**config.mk**
```make
export PLATFORM = sky130hd
export DESIGN_NAME = keyword_line_filter
export DESIGN_NICKNAME = d
export VERILOG_FILES = /design/src/rtl/klf_pkg.sv /design/src/rtl/klf_front.sv /design/src/rtl/klf_back.sv /design/src/rtl/keyword_line_filter.sv
export SDC_FILE = /design/constraint.sdc
export NUM_CORES = 2
export LEC_CHECK = 0
export BUFFER_PORTS_ARGS = -buffer_cell sky130_fd_sc_hd__buf_2
export CAP_MARGIN = 20
export CORE_UTILIZATION = 43
export CTS_CLUSTER_DIAMETER = 100
export DETAILED_ROUTE_END_ITERATION = 16
export MAX_ROUTING_LAYER = met4
export SYNTH_ARGS = -nofsm -noshare
export SYNTH_HDL_FRONTEND = slang
export SYNTH_SLANG_ARGS = --single-unit
```
**constraint.sdc**
```tcl
create_clock -name clk -period 6.39 [get_ports clk]
set_input_delay 1.278 -clock clk [delete_from_list [all_inputs] [get_ports clk]]
set_output_delay 1.278 -clock clk [all_outputs]
set_load 0.03 [all_outputs]
```
**src/rtl/klf_pkg.sv**
```systemverilog
// klf_pkg: types and constants shared by the keyword line filter modules
// item formats, command kinds, result fields and register map
// no dependencies
`default_nettype none

package klf_pkg;

	// fixed field widths of the item and result ports
	localparam int OPCODE_W = 2;
	localparam int BYTE_W   = 8;
	localparam int SLOT_W   = 3;
	localparam int POS_W    = 4;
	localparam int KLEN_W   = 5;
	localparam int START_W  = 17;
	localparam int LENGTH_W = 18;

	// input opcodes
	localparam logic [OPCODE_W-1:0] OP_BYTE = 2'd0;
	localparam logic [OPCODE_W-1:0] OP_CHAR = 2'd1;
	localparam logic [OPCODE_W-1:0] OP_LEN  = 2'd2;

	// configuration register map, selected by paddr[2]
	localparam int           PADDR_W    = 3;
	localparam int           PDATA_W    = 32;
	localparam int           ACTIVE_W   = 4;
	localparam logic         REG_ACTIVE = 1'b0;
	localparam logic         REG_TERM   = 1'b1;
	localparam logic [ACTIVE_W-1:0] ACTIVE_RESET = 4'd0;
	localparam logic [BYTE_W-1:0]   TERM_RESET   = 8'd10;

	typedef enum logic [1:0] {
		CMD_BYTE,
		CMD_CHAR,
		CMD_LEN
	} cmd_kind_t;

	typedef struct packed {
		cmd_kind_t          kind;
		logic [BYTE_W-1:0]  data;
		logic               eob;
		logic [SLOT_W-1:0]  slot;
		logic [POS_W-1:0]   pos;
		logic [KLEN_W-1:0]  klen;
	} cmd_t;

	typedef struct packed {
		logic [ACTIVE_W-1:0] active_keywords;
		logic [BYTE_W-1:0]   line_terminator;
	} cfg_t;

	typedef struct packed {
		logic [START_W-1:0]  line_start;
		logic [LENGTH_W-1:0] line_length;
		logic                hide_line;
		logic                last_line;
		logic                buffer_modified;
		logic                overflow;
	} res_t;

endpackage

`default_nettype wire

```
**src/rtl/klf_front.sv**
```systemverilog
// klf_front: accepts input items, classifies them and queues the ones that do work
// two-entry command queue towards the matcher back end
// depends on klf_pkg
`default_nettype none

module klf_front #(
	parameter int KEYWORDS = 8,
	parameter int KEY_LEN  = 16
) (
	input  wire                          clk,
	input  wire                          arst_n,
	input  wire                          push,
	output logic                         full,
	input  wire [klf_pkg::OPCODE_W-1:0]  opcode,
	input  wire [klf_pkg::BYTE_W-1:0]    byte_value,
	input  wire                          end_of_buffer,
	input  wire [klf_pkg::SLOT_W-1:0]    keyword_slot,
	input  wire [klf_pkg::POS_W-1:0]     char_position,
	input  wire [klf_pkg::KLEN_W-1:0]    keyword_length,
	output logic                         cmd_valid,
	output klf_pkg::cmd_t                cmd,
	input  wire                          cmd_pop
);
	import klf_pkg::*;

	localparam int DEPTH = 2;

	cmd_t        queue_q [DEPTH];
	logic        wr_ptr_q;
	logic        rd_ptr_q;
	logic [1:0]  cnt_q;
	logic        slot_ok;
	logic        pos_ok;
	logic        keep;
	logic        wr;
	cmd_t        cls;

	// out-of-range writes and unknown opcodes are dropped here
	always_comb begin
		slot_ok = int'(keyword_slot) < KEYWORDS;
		pos_ok  = int'(char_position) < KEY_LEN;
		cls.data = byte_value;
		cls.eob  = end_of_buffer;
		cls.slot = keyword_slot;
		cls.pos  = char_position;
		cls.klen = keyword_length;
		unique case (opcode)
			OP_BYTE: begin
				cls.kind = CMD_BYTE;
				keep     = 1'b1;
			end
			OP_CHAR: begin
				cls.kind = CMD_CHAR;
				keep     = slot_ok && pos_ok;
			end
			OP_LEN: begin
				cls.kind = CMD_LEN;
				keep     = slot_ok;
			end
			default: begin
				cls.kind = CMD_BYTE;
				keep     = 1'b0;
			end
		endcase
	end

	assign full      = cnt_q == 2'(DEPTH);
	assign cmd_valid = cnt_q != 2'd0;
	assign cmd       = queue_q[rd_ptr_q];
	assign wr        = push && !full && keep;

	always_ff @(posedge clk) begin
		if (wr) begin
			queue_q[wr_ptr_q] <= cls;
		end
	end

	always_ff @(posedge clk or negedge arst_n) begin
		if (!arst_n) begin
			wr_ptr_q <= 1'b0;
			rd_ptr_q <= 1'b0;
			cnt_q    <= 2'd0;
		end else begin
			if (wr) begin
				wr_ptr_q <= ~wr_ptr_q;
			end
			if (cmd_pop) begin
				rd_ptr_q <= ~rd_ptr_q;
			end
			unique case ({wr, cmd_pop})
				2'b10:   cnt_q <= cnt_q + 2'd1;
				2'b01:   cnt_q <= cnt_q - 2'd1;
				default: cnt_q <= cnt_q;
			endcase
		end
	end

endmodule

`default_nettype wire

```
**src/rtl/klf_back.sv**
```systemverilog
// klf_back: keyword store, shift-and matchers, line tracking and result queue
// takes classified commands from klf_front, one per cycle while the result queue has room
// depends on klf_pkg
`default_nettype none

module klf_back #(
	parameter int KEYWORDS  = 8,
	parameter int KEY_LEN   = 16,
	parameter int MAX_BYTES = 131072
) (
	input  wire            clk,
	input  wire            arst_n,
	input  klf_pkg::cfg_t  cfg,
	input  wire            cmd_valid,
	input  klf_pkg::cmd_t  cmd,
	output logic           cmd_pop,
	output logic           res_empty,
	output klf_pkg::res_t  res,
	input  wire            res_pop
);
	import klf_pkg::*;

	localparam int IDX_W   = (KEYWORDS > 1) ? $clog2(KEYWORDS) : 1;
	localparam int CPOS_W  = $clog2(KEY_LEN);
	localparam int LEN_W   = $clog2(KEY_LEN + 1);
	localparam int OFF_W   = $clog2(MAX_BYTES + 1);
	localparam int RDEPTH  = 2;

	logic [BYTE_W-1:0]  kw_chars_q [KEYWORDS][KEY_LEN];
	logic [KLEN_W-1:0]  kw_len_q   [KEYWORDS];
	logic [KEY_LEN-1:0] match_q    [KEYWORDS];
	logic               line_hit_q;
	logic               any_hit_q;
	logic               overflowed_q;
	logic [OFF_W-1:0]   byte_offset_q;
	logic [OFF_W-1:0]   cur_start_q;

	res_t               rqueue_q [RDEPTH];
	logic               rwr_ptr_q;
	logic               rrd_ptr_q;
	logic [1:0]         rcnt_q;

	logic [LEN_W-1:0]   eff_len [KEYWORDS];
	logic [KEY_LEN-1:0] next_vec [KEYWORDS];
	logic [KEY_LEN-1:0] prev_vec [KEYWORDS];
	logic [KEY_LEN-1:0] end_mask [KEYWORDS];
	logic [KEYWORDS-1:0] slot_hit;
	logic               active_hit;
	logic               line_hit_new;
	logic               over;
	logic               overflowed_new;
	logic [OFF_W-1:0]   here;
	logic [OFF_W-1:0]   here_inc;
	logic               is_byte;
	logic               line_end;
	logic               emit;
	res_t               res_new;

	assign cmd_pop = cmd_valid && (rcnt_q != 2'(RDEPTH));
	assign is_byte = cmd_pop && (cmd.kind == CMD_BYTE);

	// every slot advances on every stream byte; only active slots flag the line
	always_comb begin
		for (int s = 0; s < KEYWORDS; s++) begin
			eff_len[s]  = (int'(kw_len_q[s]) > KEY_LEN) ? LEN_W'(KEY_LEN) : LEN_W'(kw_len_q[s]);
			prev_vec[s] = {match_q[s][KEY_LEN-2:0], 1'b1};
			for (int i = 0; i < KEY_LEN; i++) begin
				next_vec[s][i] = prev_vec[s][i] && (LEN_W'(i) < eff_len[s]) &&
					(kw_chars_q[s][i] == cmd.data);
				end_mask[s][i] = eff_len[s] == LEN_W'(i + 1);
			end
			slot_hit[s] = (|(next_vec[s] & end_mask[s])) && (int'(cfg.active_keywords) > s);
		end
		active_hit = |slot_hit;
	end

	always_comb begin
		over           = byte_offset_q >= OFF_W'(MAX_BYTES);
		here           = over ? OFF_W'(MAX_BYTES - 1) : byte_offset_q;
		here_inc       = here + OFF_W'(1);
		overflowed_new = overflowed_q || over;
		line_hit_new   = line_hit_q || active_hit;
		line_end       = cmd.eob || (cmd.data == cfg.line_terminator);
		emit           = is_byte && line_end;

		res_new.line_start      = START_W'(cur_start_q);
		res_new.line_length     = LENGTH_W'(here - cur_start_q + OFF_W'(1));
		res_new.hide_line       = line_hit_new;
		res_new.last_line       = cmd.eob;
		res_new.buffer_modified = cmd.eob && (any_hit_q || line_hit_new);
		res_new.overflow        = overflowed_new;
	end

	// keyword characters have no reset
	always_ff @(posedge clk) begin
		if (cmd_pop && (cmd.kind == CMD_CHAR)) begin
			kw_chars_q[IDX_W'(cmd.slot)][CPOS_W'(cmd.pos)] <= cmd.data;
		end
		if (emit) begin
			rqueue_q[rwr_ptr_q] <= res_new;
		end
	end

	always_ff @(posedge clk or negedge arst_n) begin
		if (!arst_n) begin
			for (int s = 0; s < KEYWORDS; s++) begin
				kw_len_q[s] <= '1;
				match_q[s]  <= '0;
			end
			line_hit_q    <= 1'b0;
			any_hit_q     <= 1'b0;
			overflowed_q  <= 1'b0;
			byte_offset_q <= '0;
			cur_start_q   <= '0;
			rwr_ptr_q     <= 1'b0;
			rrd_ptr_q     <= 1'b0;
			rcnt_q        <= 2'd0;
		end else begin
			if (cmd_pop) begin
				unique case (cmd.kind)
					CMD_LEN: begin
						kw_len_q[IDX_W'(cmd.slot)] <= cmd.klen;
					end
					CMD_BYTE: begin
						if (line_end) begin
							for (int s = 0; s < KEYWORDS; s++) begin
								match_q[s] <= '0;
							end
							line_hit_q <= 1'b0;
							if (cmd.eob) begin
								byte_offset_q <= '0;
								cur_start_q   <= '0;
								any_hit_q     <= 1'b0;
								overflowed_q  <= 1'b0;
							end else begin
								byte_offset_q <= here_inc;
								cur_start_q   <= (here_inc == OFF_W'(MAX_BYTES)) ?
									OFF_W'(MAX_BYTES - 1) : here_inc;
								any_hit_q     <= any_hit_q || line_hit_new;
								overflowed_q  <= overflowed_new;
							end
						end else begin
							for (int s = 0; s < KEYWORDS; s++) begin
								match_q[s] <= next_vec[s];
							end
							line_hit_q    <= line_hit_new;
							byte_offset_q <= here_inc;
							overflowed_q  <= overflowed_new;
						end
					end
					default: begin
					end
				endcase
			end
			if (emit) begin
				rwr_ptr_q <= ~rwr_ptr_q;
			end
			if (res_pop && !res_empty) begin
				rrd_ptr_q <= ~rrd_ptr_q;
			end
			unique case ({emit, res_pop && !res_empty})
				2'b10:   rcnt_q <= rcnt_q + 2'd1;
				2'b01:   rcnt_q <= rcnt_q - 2'd1;
				default: rcnt_q <= rcnt_q;
			endcase
		end
	end

	assign res_empty = rcnt_q == 2'd0;
	assign res       = rqueue_q[rrd_ptr_q];

	// a finished line is waiting for the consumer on the next cycle
	a_emit_visible: assert property (@(posedge clk) disable iff (!arst_n)
		emit |=> !res_empty)
		else $error("line result not queued");

	// end of buffer rewinds the offsets
	a_eob_rewind: assert property (@(posedge clk) disable iff (!arst_n)
		(emit && cmd.eob) |=> (byte_offset_q == '0) && (cur_start_q == '0))
		else $error("offsets not cleared at end of buffer");

	// a line never starts past the current byte offset
	a_start_order: assert property (@(posedge clk) disable iff (!arst_n)
		cur_start_q <= byte_offset_q)
		else $error("line start beyond byte offset");

endmodule

`default_nettype wire

```
**src/rtl/keyword_line_filter.sv**
```systemverilog
// keyword_line_filter: top level with the configuration registers
// instantiates klf_front and klf_back
// depends on klf_pkg
`default_nettype none

// Line classifier for a byte stream. Stream bytes and keyword writes enter through the push/full
// queue port; each finished line leaves as one item on the empty/pop port, giving its offset,
// length, whether an active keyword occurred in it and, on the last line of a buffer, whether
// any line of the buffer was flagged. The block takes one item per cycle while the result queue
// has room: all keyword slots advance their shift-and vectors in parallel in the same cycle, so
// the sustained rate is one byte per clock while results are drained. A line result reaches the
// output once its last byte has left the two-entry command queue and the matcher has written
// its result into the result queue. full rises when the command queue holds two items, which
// happens only after the two-entry result queue has filled up: while it is full the matcher
// takes no item, even in a cycle where pop drains it. Keyword writes take
// effect on the following stream byte. There is no clearing pass after reset; keyword
// characters must be written before their slot is used.
// active_keywords sits at byte address 0 and line_terminator at 4; write them only while idle.
module keyword_line_filter #(
	parameter int KEYWORDS  = 8,
	parameter int KEY_LEN   = 16,
	parameter int MAX_BYTES = 131072
) (
	input  wire                          clk,
	input  wire                          arst_n,
	input  wire                          psel,
	input  wire                          penable,
	input  wire                          pwrite,
	input  wire [klf_pkg::PADDR_W-1:0]   paddr,
	input  wire [klf_pkg::PDATA_W-1:0]   pwdata,
	output logic [klf_pkg::PDATA_W-1:0]  prdata,
	output logic                         pready,
	input  wire                          push,
	output logic                         full,
	input  wire [klf_pkg::OPCODE_W-1:0]  opcode,
	input  wire [klf_pkg::BYTE_W-1:0]    byte_value,
	input  wire                          end_of_buffer,
	input  wire [klf_pkg::SLOT_W-1:0]    keyword_slot,
	input  wire [klf_pkg::POS_W-1:0]     char_position,
	input  wire [klf_pkg::KLEN_W-1:0]    keyword_length,
	output logic                         empty,
	input  wire                          pop,
	output logic [klf_pkg::START_W-1:0]  line_start,
	output logic [klf_pkg::LENGTH_W-1:0] line_length,
	output logic                         hide_line,
	output logic                         last_line,
	output logic                         buffer_modified,
	output logic                         overflow
);
	import klf_pkg::*;

	cfg_t  cfg_q;
	cmd_t  cmd;
	res_t  res;
	logic  cmd_valid;
	logic  cmd_pop;
	logic  wr_en;

	assign pready = 1'b1;
	assign wr_en  = psel && penable && pwrite && pready;

	always_ff @(posedge clk or negedge arst_n) begin
		if (!arst_n) begin
			cfg_q.active_keywords <= ACTIVE_RESET;
			cfg_q.line_terminator <= TERM_RESET;
		end else if (wr_en) begin
			unique case (paddr[2])
				REG_ACTIVE: cfg_q.active_keywords <= pwdata[ACTIVE_W-1:0];
				REG_TERM:   cfg_q.line_terminator <= pwdata[BYTE_W-1:0];
				default: begin
				end
			endcase
		end
	end

	always_comb begin
		unique case (paddr[2])
			REG_ACTIVE: prdata = PDATA_W'(cfg_q.active_keywords);
			REG_TERM:   prdata = PDATA_W'(cfg_q.line_terminator);
			default:    prdata = '0;
		endcase
	end

	klf_front #(
		.KEYWORDS (KEYWORDS),
		.KEY_LEN  (KEY_LEN)
	) u_front (
		.clk            (clk),
		.arst_n         (arst_n),
		.push           (push),
		.full           (full),
		.opcode         (opcode),
		.byte_value     (byte_value),
		.end_of_buffer  (end_of_buffer),
		.keyword_slot   (keyword_slot),
		.char_position  (char_position),
		.keyword_length (keyword_length),
		.cmd_valid      (cmd_valid),
		.cmd            (cmd),
		.cmd_pop        (cmd_pop)
	);

	klf_back #(
		.KEYWORDS  (KEYWORDS),
		.KEY_LEN   (KEY_LEN),
		.MAX_BYTES (MAX_BYTES)
	) u_back (
		.clk       (clk),
		.arst_n    (arst_n),
		.cfg       (cfg_q),
		.cmd_valid (cmd_valid),
		.cmd       (cmd),
		.cmd_pop   (cmd_pop),
		.res_empty (empty),
		.res       (res),
		.res_pop   (pop)
	);

	assign line_start      = res.line_start;
	assign line_length     = res.line_length;
	assign hide_line       = res.hide_line;
	assign last_line       = res.last_line;
	assign buffer_modified = res.buffer_modified;
	assign overflow        = res.overflow;

endmodule

`default_nettype wire

```
# --- Word-level counts from Yosys, hierarchy flattened ---
# Memory sizes are Yosys's and may differ from the RTL's.
# Index checks and enable logic that the tools add are counted.
totals:
  reg_bits: 219
  latchBits: 0
  ramBits: 1148
  mem_bits_ro: 0
  input_bits: 65
  output_inout_bits: 74
  word_cells: 800
  memories: 3
memory_table:
  columns: ["memory", "depth", "width", "read_ports", "rd_ports_with_merged_regs", "wr", "line", "text"]
  rows:
  - ["u_back.kw_chars_q", 8, 128, 8, 0, 1, "klf_back.sv:29", "logic [BYTE_W-1:0] kw_chars_q [KEYWORDS][KEY_LEN];"]
  - ["u_back.rqueue_q", 2, 39, 1, 0, 1, "klf_back.sv:38", "res_t rqueue_q [RDEPTH];"]
  - ["u_front.queue_q", 2, 23, 1, 0, 1, "klf_front.sv:28", "cmd_t queue_q [DEPTH];"]
classes:
  add_sub_neg: 7
  multipliers: 0
  div: 0
  order_cmp: 149
  eq_ne: 268
  n_shift: 0
  muxes: 34
  bitwise: 15
  n_reduce_logical: 295
ops:
  columns: ["op", "count"]
  rows:
  - ["8-bit == test", 129]
  - ["5-bit by 4-bit == test with 1-bit output, second input constant", 64]
  - ["4-bit by 5-bit < comparator with 1-bit output, first input constant", 64]
  - ["1-bit logical AND", 268]
  - ["5-bit by 3-bit == test with 1-bit output, second input constant", 32]
  - ["3-bit by 5-bit < comparator with 1-bit output, first input constant", 32]
  - ["16-bit AND", 8]
  - ["128-bit two-way mux", 1]
  - ["16-bit OR reduction", 8]
  - ["127-bit two-way mux", 1]
  - ["18-bit two-way mux", 5]
  - ["5-bit by 2-bit == test with 1-bit output, second input constant", 16]
  - ["1-bit by 5-bit < comparator with 1-bit output, first input constant", 16]
  - ["2-bit by 5-bit < comparator with 1-bit output, first input constant", 16]
  - ["32-bit case mux with 2 select lines", 1]
  - ["5-bit two-way mux", 9]
  - ["40-bit bitwise mux", 1]
  - ["5-bit by 1-bit == test with 1-bit output, second input constant", 8]
  - ["5-bit == test, second input constant", 8]
  - ["5-bit greater-than comparator, second input constant", 8]
  - ["18-bit by 1-bit adder with 18-bit output, second input constant", 2]
  - ["8-bit demux with 4-bit select", 1]
  - ["18-bit == test, second input constant", 1]
  - ["18-bit greater-or-equal comparator, second input constant", 1]
  - ["28 further kinds", 68]

# --- Depth between registers and ports, before layout ---
logic_depth:
  depth_word: 12
  mapped_depth: 19
  ltp_nobuf: 17

# --- Cells and area by module ---
# A second synthesis with hierarchy kept.
unflattened:
  hier_cells: 4252
  hier_area_um2: 61316.3
modules_own_cells:
  columns: ["module", "n_inst", "cells_per_inst", "area_per_inst_um2", "seq_area_each_um2"]
  rows:
  - ["klf_back", 1, 4098, 58588.7, 38221.7]
  - ["klf_front", 1, 92, 1968.1, 1481.4]
  - ["keyword_line_filter", 1, 62, 759.5, 302.8]

# --- Worst setup path after synthesis ---
# No wires, ideal clock.
synth_path:
  path_kind: "flip-flop to flip-flop"
  from: "reg u_front.rd_ptr_q"
  to: "mem u_back.rqueue_q[0][0] (netlist name), enable pin"
  setup_time_ns: 0.435
  arrival_time_ns: 4.011
  required_time_ns: 5.955
  setup_slack_ns: 1.944
  stages_incl_launch_ff: 14
  path_buffers: 6
  period_less_slack_ns: 4.446
  cell_sequence: "dfrtp_1 -> buf_6 -> buf_8 -> mux2i_4 -> buf_6 -> buf_6 -> buf_6 -> xnor2_1 -> nor4_1 -> nand2_1 -> nand2_1 -> nand2_1 -> clkbuf_1 -> nor2_1"
synth_between:
  elab_chain_cells: 6
  elab_cells_between_ends: 8
  classes_between: "eq/ne: 1; mux: 2; reduce/logical: 4; memory: 1"
synth_lines:
  columns: ["item", "line", "text"]
  rows:
  - ["start, declared", "klf_front.sv:30", "logic rd_ptr_q;"]
  - ["start signal, assigned", "klf_front.sv:88", "rd_ptr_q <= ~rd_ptr_q;"]
  - ["memory read 2 x 23 bit (*)", null, null]
  - ["8-bit == test or 2-bit logical NOT (tied branches)", "klf_back.sv:83, klf_back.sv:60", null]
  - ["1-bit logical OR or 1-bit logical AND (tied branches)", "klf_back.sv:83, klf_back.sv:60", null]
  - ["1-bit logical AND (*)", "klf_back.sv:84", "emit = is_byte && line_end;"]
  - ["1-bit two-way mux (*)", "klf_back.sv:99", "if (emit) begin"]
  - ["1-bit two-way mux (not written as such) (*)", "klf_back.sv:100", "rqueue_q[rwr_ptr_q] <= res_new;"]
  - ["end, declared", "klf_back.sv:38", null]
# Every way passes the cells marked *; elsewhere a longest branch is shown, timed or not.

==> metrics.md <==
| Metric | Value |
|---|---|
| Post-synth cell types | `80` |
| Mux cell area share after synthesis | `0.0173` |
| Worst-path clk slew | `about 60 ps` |
| TritonCTS buffer count | `about 150` |
| Psw | `10100 µW` |
| Row count | `137` |
| Cell Pwr Density | `422 nW/µm²` |
| End of the worst hold path | `u_back.match_q[98]` |
| Tot GR Track Use | `0.237` |
| Setup WS post-layout | `1240 ps` |
| Post-synth EDFFs | `between 1000 and 1500` |
| Hold path depth | `2` |
| Worst clock skew | `30.6 ps` |
| DP Worst Slack | `around 1500 ps` |
| Compound-Gate Fraction of Synth Area | `0.0482` |
| Clock latency on the worst-skew pair | `between 700 and 800 ps` |
| Reg-to-Reg End | `u_back.rqueue_q[0][1]` |
| Setup bufs post-CTS | `0` |
| Startpoint Class | `flop` |
| Maxcap violations | `0` |
| CP endpoint kind | `flop` |
| Combinational power share | `0.305` |
| Area growth from synthesis to layout | `12.6%` |
| Worst Path Arrival | `approximately 5600 ps` |
| CP required | `6880 ps` |
| Final period util | `0.807` |
| Core box area | `between 100000 and 150000 µm²` |
| Hold_buf cts | `0` |
| Power share of the clock group | `0.294` |
| I/O Buffers | `87` |
| Xor/xnor cell area share of the yosys netlist | `0.150` |
| Clock buffer depth | `3` |
| Relative slew slack | `0.285` |
| Top_reg_cell synth | `edfxtp_1` |
| Initial Util | `0.435` |
| HP Class | `flop to flop` |
| Largest family of logic cells by synthesized area | `XOR/XNOR gates` |
| Post-CTS sizing | `0` |
| # H-tree levels | `4` |
| Layout cell share with drive strength beyond 1 | `0.122` |
| Number of cells on the worst reg-to-reg path | `11` |
| First-pass GRT wire length | `~240000 µm` |
| Clock net sink count | `1367` |
| VDD IR max | `0.359 mV` |
| Finished Cell Area | `68600 µm²` |
| Antenna Nets Post-Route | `0` |
| Worst reg2reg path startpoint | `u_front.rd_ptr_q` |
| FF+latch count, synth | `approximately 1400` |
| Status | `finished clean` |
| Setup CP Type | `flop to flop` |
| Vias in the first global route | `35500` |
| Final hold slack | `~470 ps` |
| Largest net degree at the start of global routing | `111` |
| Placed standard-cell area | `around 64000 µm²` |
| Worst hold start | `u_back.match_q[98]` |
| Pins over their slew limit | `0` |
| DPL Wire Length | `roughly 97000 µm` |
| DRC | `0` |
| RSZ-0062 raised after global routing | `false` |
| FF-to-FF setup slack | `~1200 ps` |
| Setup tns final | `0 ps` |
| Nets | `between 4000 and 5000` |
| Mean Syn Cell Area | `13.7 µm²` |
| Simple-Gate Fraction of Synth Area | `0.0883` |
| Final WL | `~160000 µm` |
| Pin slew with the least headroom to its limit | `between 1000 and 1500 ps` |
| Synth Area in Adders | `0.00773` |
| Crit-path max FO | `52` |
| Minimum clock period | `between 5000 and 6000 ps` |
| Leakage | `around 0.022 µW` |
| Internal power | `around 19000 µW` |
| Clock root buffer | `clkbuf_16` |
| Switching share of power | `0.348` |
| Wirelength per Cell | `between 20 and 25 µm` |
| Die H | `378 µm` |
| IO Count | `139` |
| GRT overflow | `0` |
| Hold Vio Cnt, Final | `0` |
| Iter 0 DRT Violations | `3598` |
| Total number of vias | `between 30000 and 40000` |
| YS warnings | `0` |
| Initial antenna violation count | `17` |
| Via density | `5.51` |
| DR pass1 iterations | `6` |
| Fin util | `0.490` |
| Die ar. | `approximately 140000 µm²` |
| Fmax | `just under 200 MHz` |
| TritonCTS clock tree | `built` |
| Asr flop ratio synth | `0.160` |
| Mapped Area | `60900 µm²` |
| Part of the Yosys area used for sequential elements | `0.657` |
| GP Congestion | `0.894` |
| Post-Synthesis Cells | `4460` |
| Die X | `378 µm` |
| Final setup viols | `0` |
| Flop pwr share | `0.401` |
==> power by group through the flow <==
stage               registers, µW  clock network (µW)  logic [µW]
CTS                         11600                8630        8870
global route                11700                8970        9450
global placement            11700                   0        8760
floorplan                   11200                   0        6180
finish                      11600                8520        8820
detailed placement          11800                   0        8840
==> critical path: stages, from the launching register on <==
cell      delay, ps
dfrtp_2         860
mux2i_4         720
inv_6           380
o21ai_0         290
a221oi_1        100
nand4_1         150
a21oi_1         100
nor4_1          850
o21ai_0         140
or4_1           520
nor3_2          480
a21oi_1         180
==> registers in the layout (all words and copies together) (netlist names), 12 cells and up <==
register,flops
u_front.queue_q,46
u_back.byte_offset_q,18
u_back.match_q,120
u_back.rqueue_q,78
cfg_q,12
u_back.kw_chars_q,1024
u_back.kw_len_q,40
u_back.cur_start_q,18
==> how the worst max path moves through the flow <==
stage / from / end / slack [ps] / cells after the start
2_1_floorplan: u_front.rd_ptr_q / u_back.rqueue_q[0][0] / 1940 / 13
3_3_place_gp: u_front.rd_ptr_q / u_back.rqueue_q[0][1] / 1580 / 11
3_5_place_dp: u_front.rd_ptr_q / u_back.rqueue_q[1][1] / 1540 / 12
4_1_cts: u_front.rd_ptr_q / u_back.rqueue_q[0][1] / 1510 / 12
5_1_grt: u_front.rd_ptr_q / u_back.rqueue_q[0][1] / 1180 / 11
6_report: u_front.rd_ptr_q / u_back.rqueue_q[0][1] / 1240 / 11
==> cell usage in the layout, fill, tap and decap left out, types with 14 or more instances in the layout <==
cell          n
dfrtp_1     175
or4_1        16
xnor2_1    1039
clkbuf_8     14
mux2_2       58
buf_2        86
nor2_1      238
nand2_1     268
nor3_1      118
and2_1       15
a21oi_1      65
mux2i_1      21
buf_4        99
nor4_1      133
inv_6        14
or2_2        15
a221oi_1     14
edfxtp_1   1148
o22ai_1      19
dfstp_2      42
and3_1       19
clkbuf_1     44
conb_1       25
nand4_1      94
clkinv_2     21
or3_1        17
o21ai_0     230
nand3_1     114
a31oi_1      14
clkinv_1     22
clkbuf_16   153
buf_12       26
inv_1        86
ha_1         36
==> cells in the mapped netlist, types with 28 or more instances <==
cell type     n  area, µm²
mux2_2       58        653
nand3_1     114        571
buf_4        81        608
clkbuf_1     95        357
buf_2        29        145
nor3_1      118        591
dfstp_2      42       1100
xnor2_1    1039       9100
o21ai_0     230       1150
nand4_1      94        588
inv_1        86        323
dfrtp_1     177       4430
a21oi_1      65        325
nor2_1      243        912
edfxtp_1   1148      34500
mux2i_1      29        290
ha_1         36        450
nor4_1      134        838
buf_6        28        315
nand2_1     270       1010
==> metrics by stage <==
stage	instances	total power [µW]
final	6612	28900
after CTS	6602	29100
after detailed placement	6326	20600
after global placement	6325	20500
after global routing	6610	30100
after floorplan	4483	17400
==> layout make-up <==
| type | instances | area (µm²) |
|---|---|---|
| Clock inverter | 65 | 629 |
| Antenna cell | 7 | 17.5 |
| Multi-Input combinational cell | 2777 | 19200 |
| Sequential cell | 1367 | 40000 |
| Fill cell | 12000 | 71500 |
| Timing Repair Buffer | 215 | 1760 |
| Inverter | 94 | 393 |
| Tap cell | 1876 | 2350 |
| Clock buffer | 211 | 4190 |
==> cell families (layout without fill, tap and decap cells) <==
logic type      after synthesis  count (layout)
flops                      1367            1367
buf+inv                     339             585
xor+xnor                   1046            1046
other cells                   2              32
mux                          92              92
compound gates              477             477
simple gates               1100            1100
fa+ha+maj                    37              37
==> metal layers <==
layer,vias up,GRT usage,wire length (µm),share of wire
met1,18600,0.322,72700,0.45
met2,1242,0.358,74000,0.45
met3,236,0.0508,12500,0.077
met5,-,-,0,0
li1,16300,-,-,-
met4,0,0.0652,3920,0.024
(Power assumes the default switching activity.)
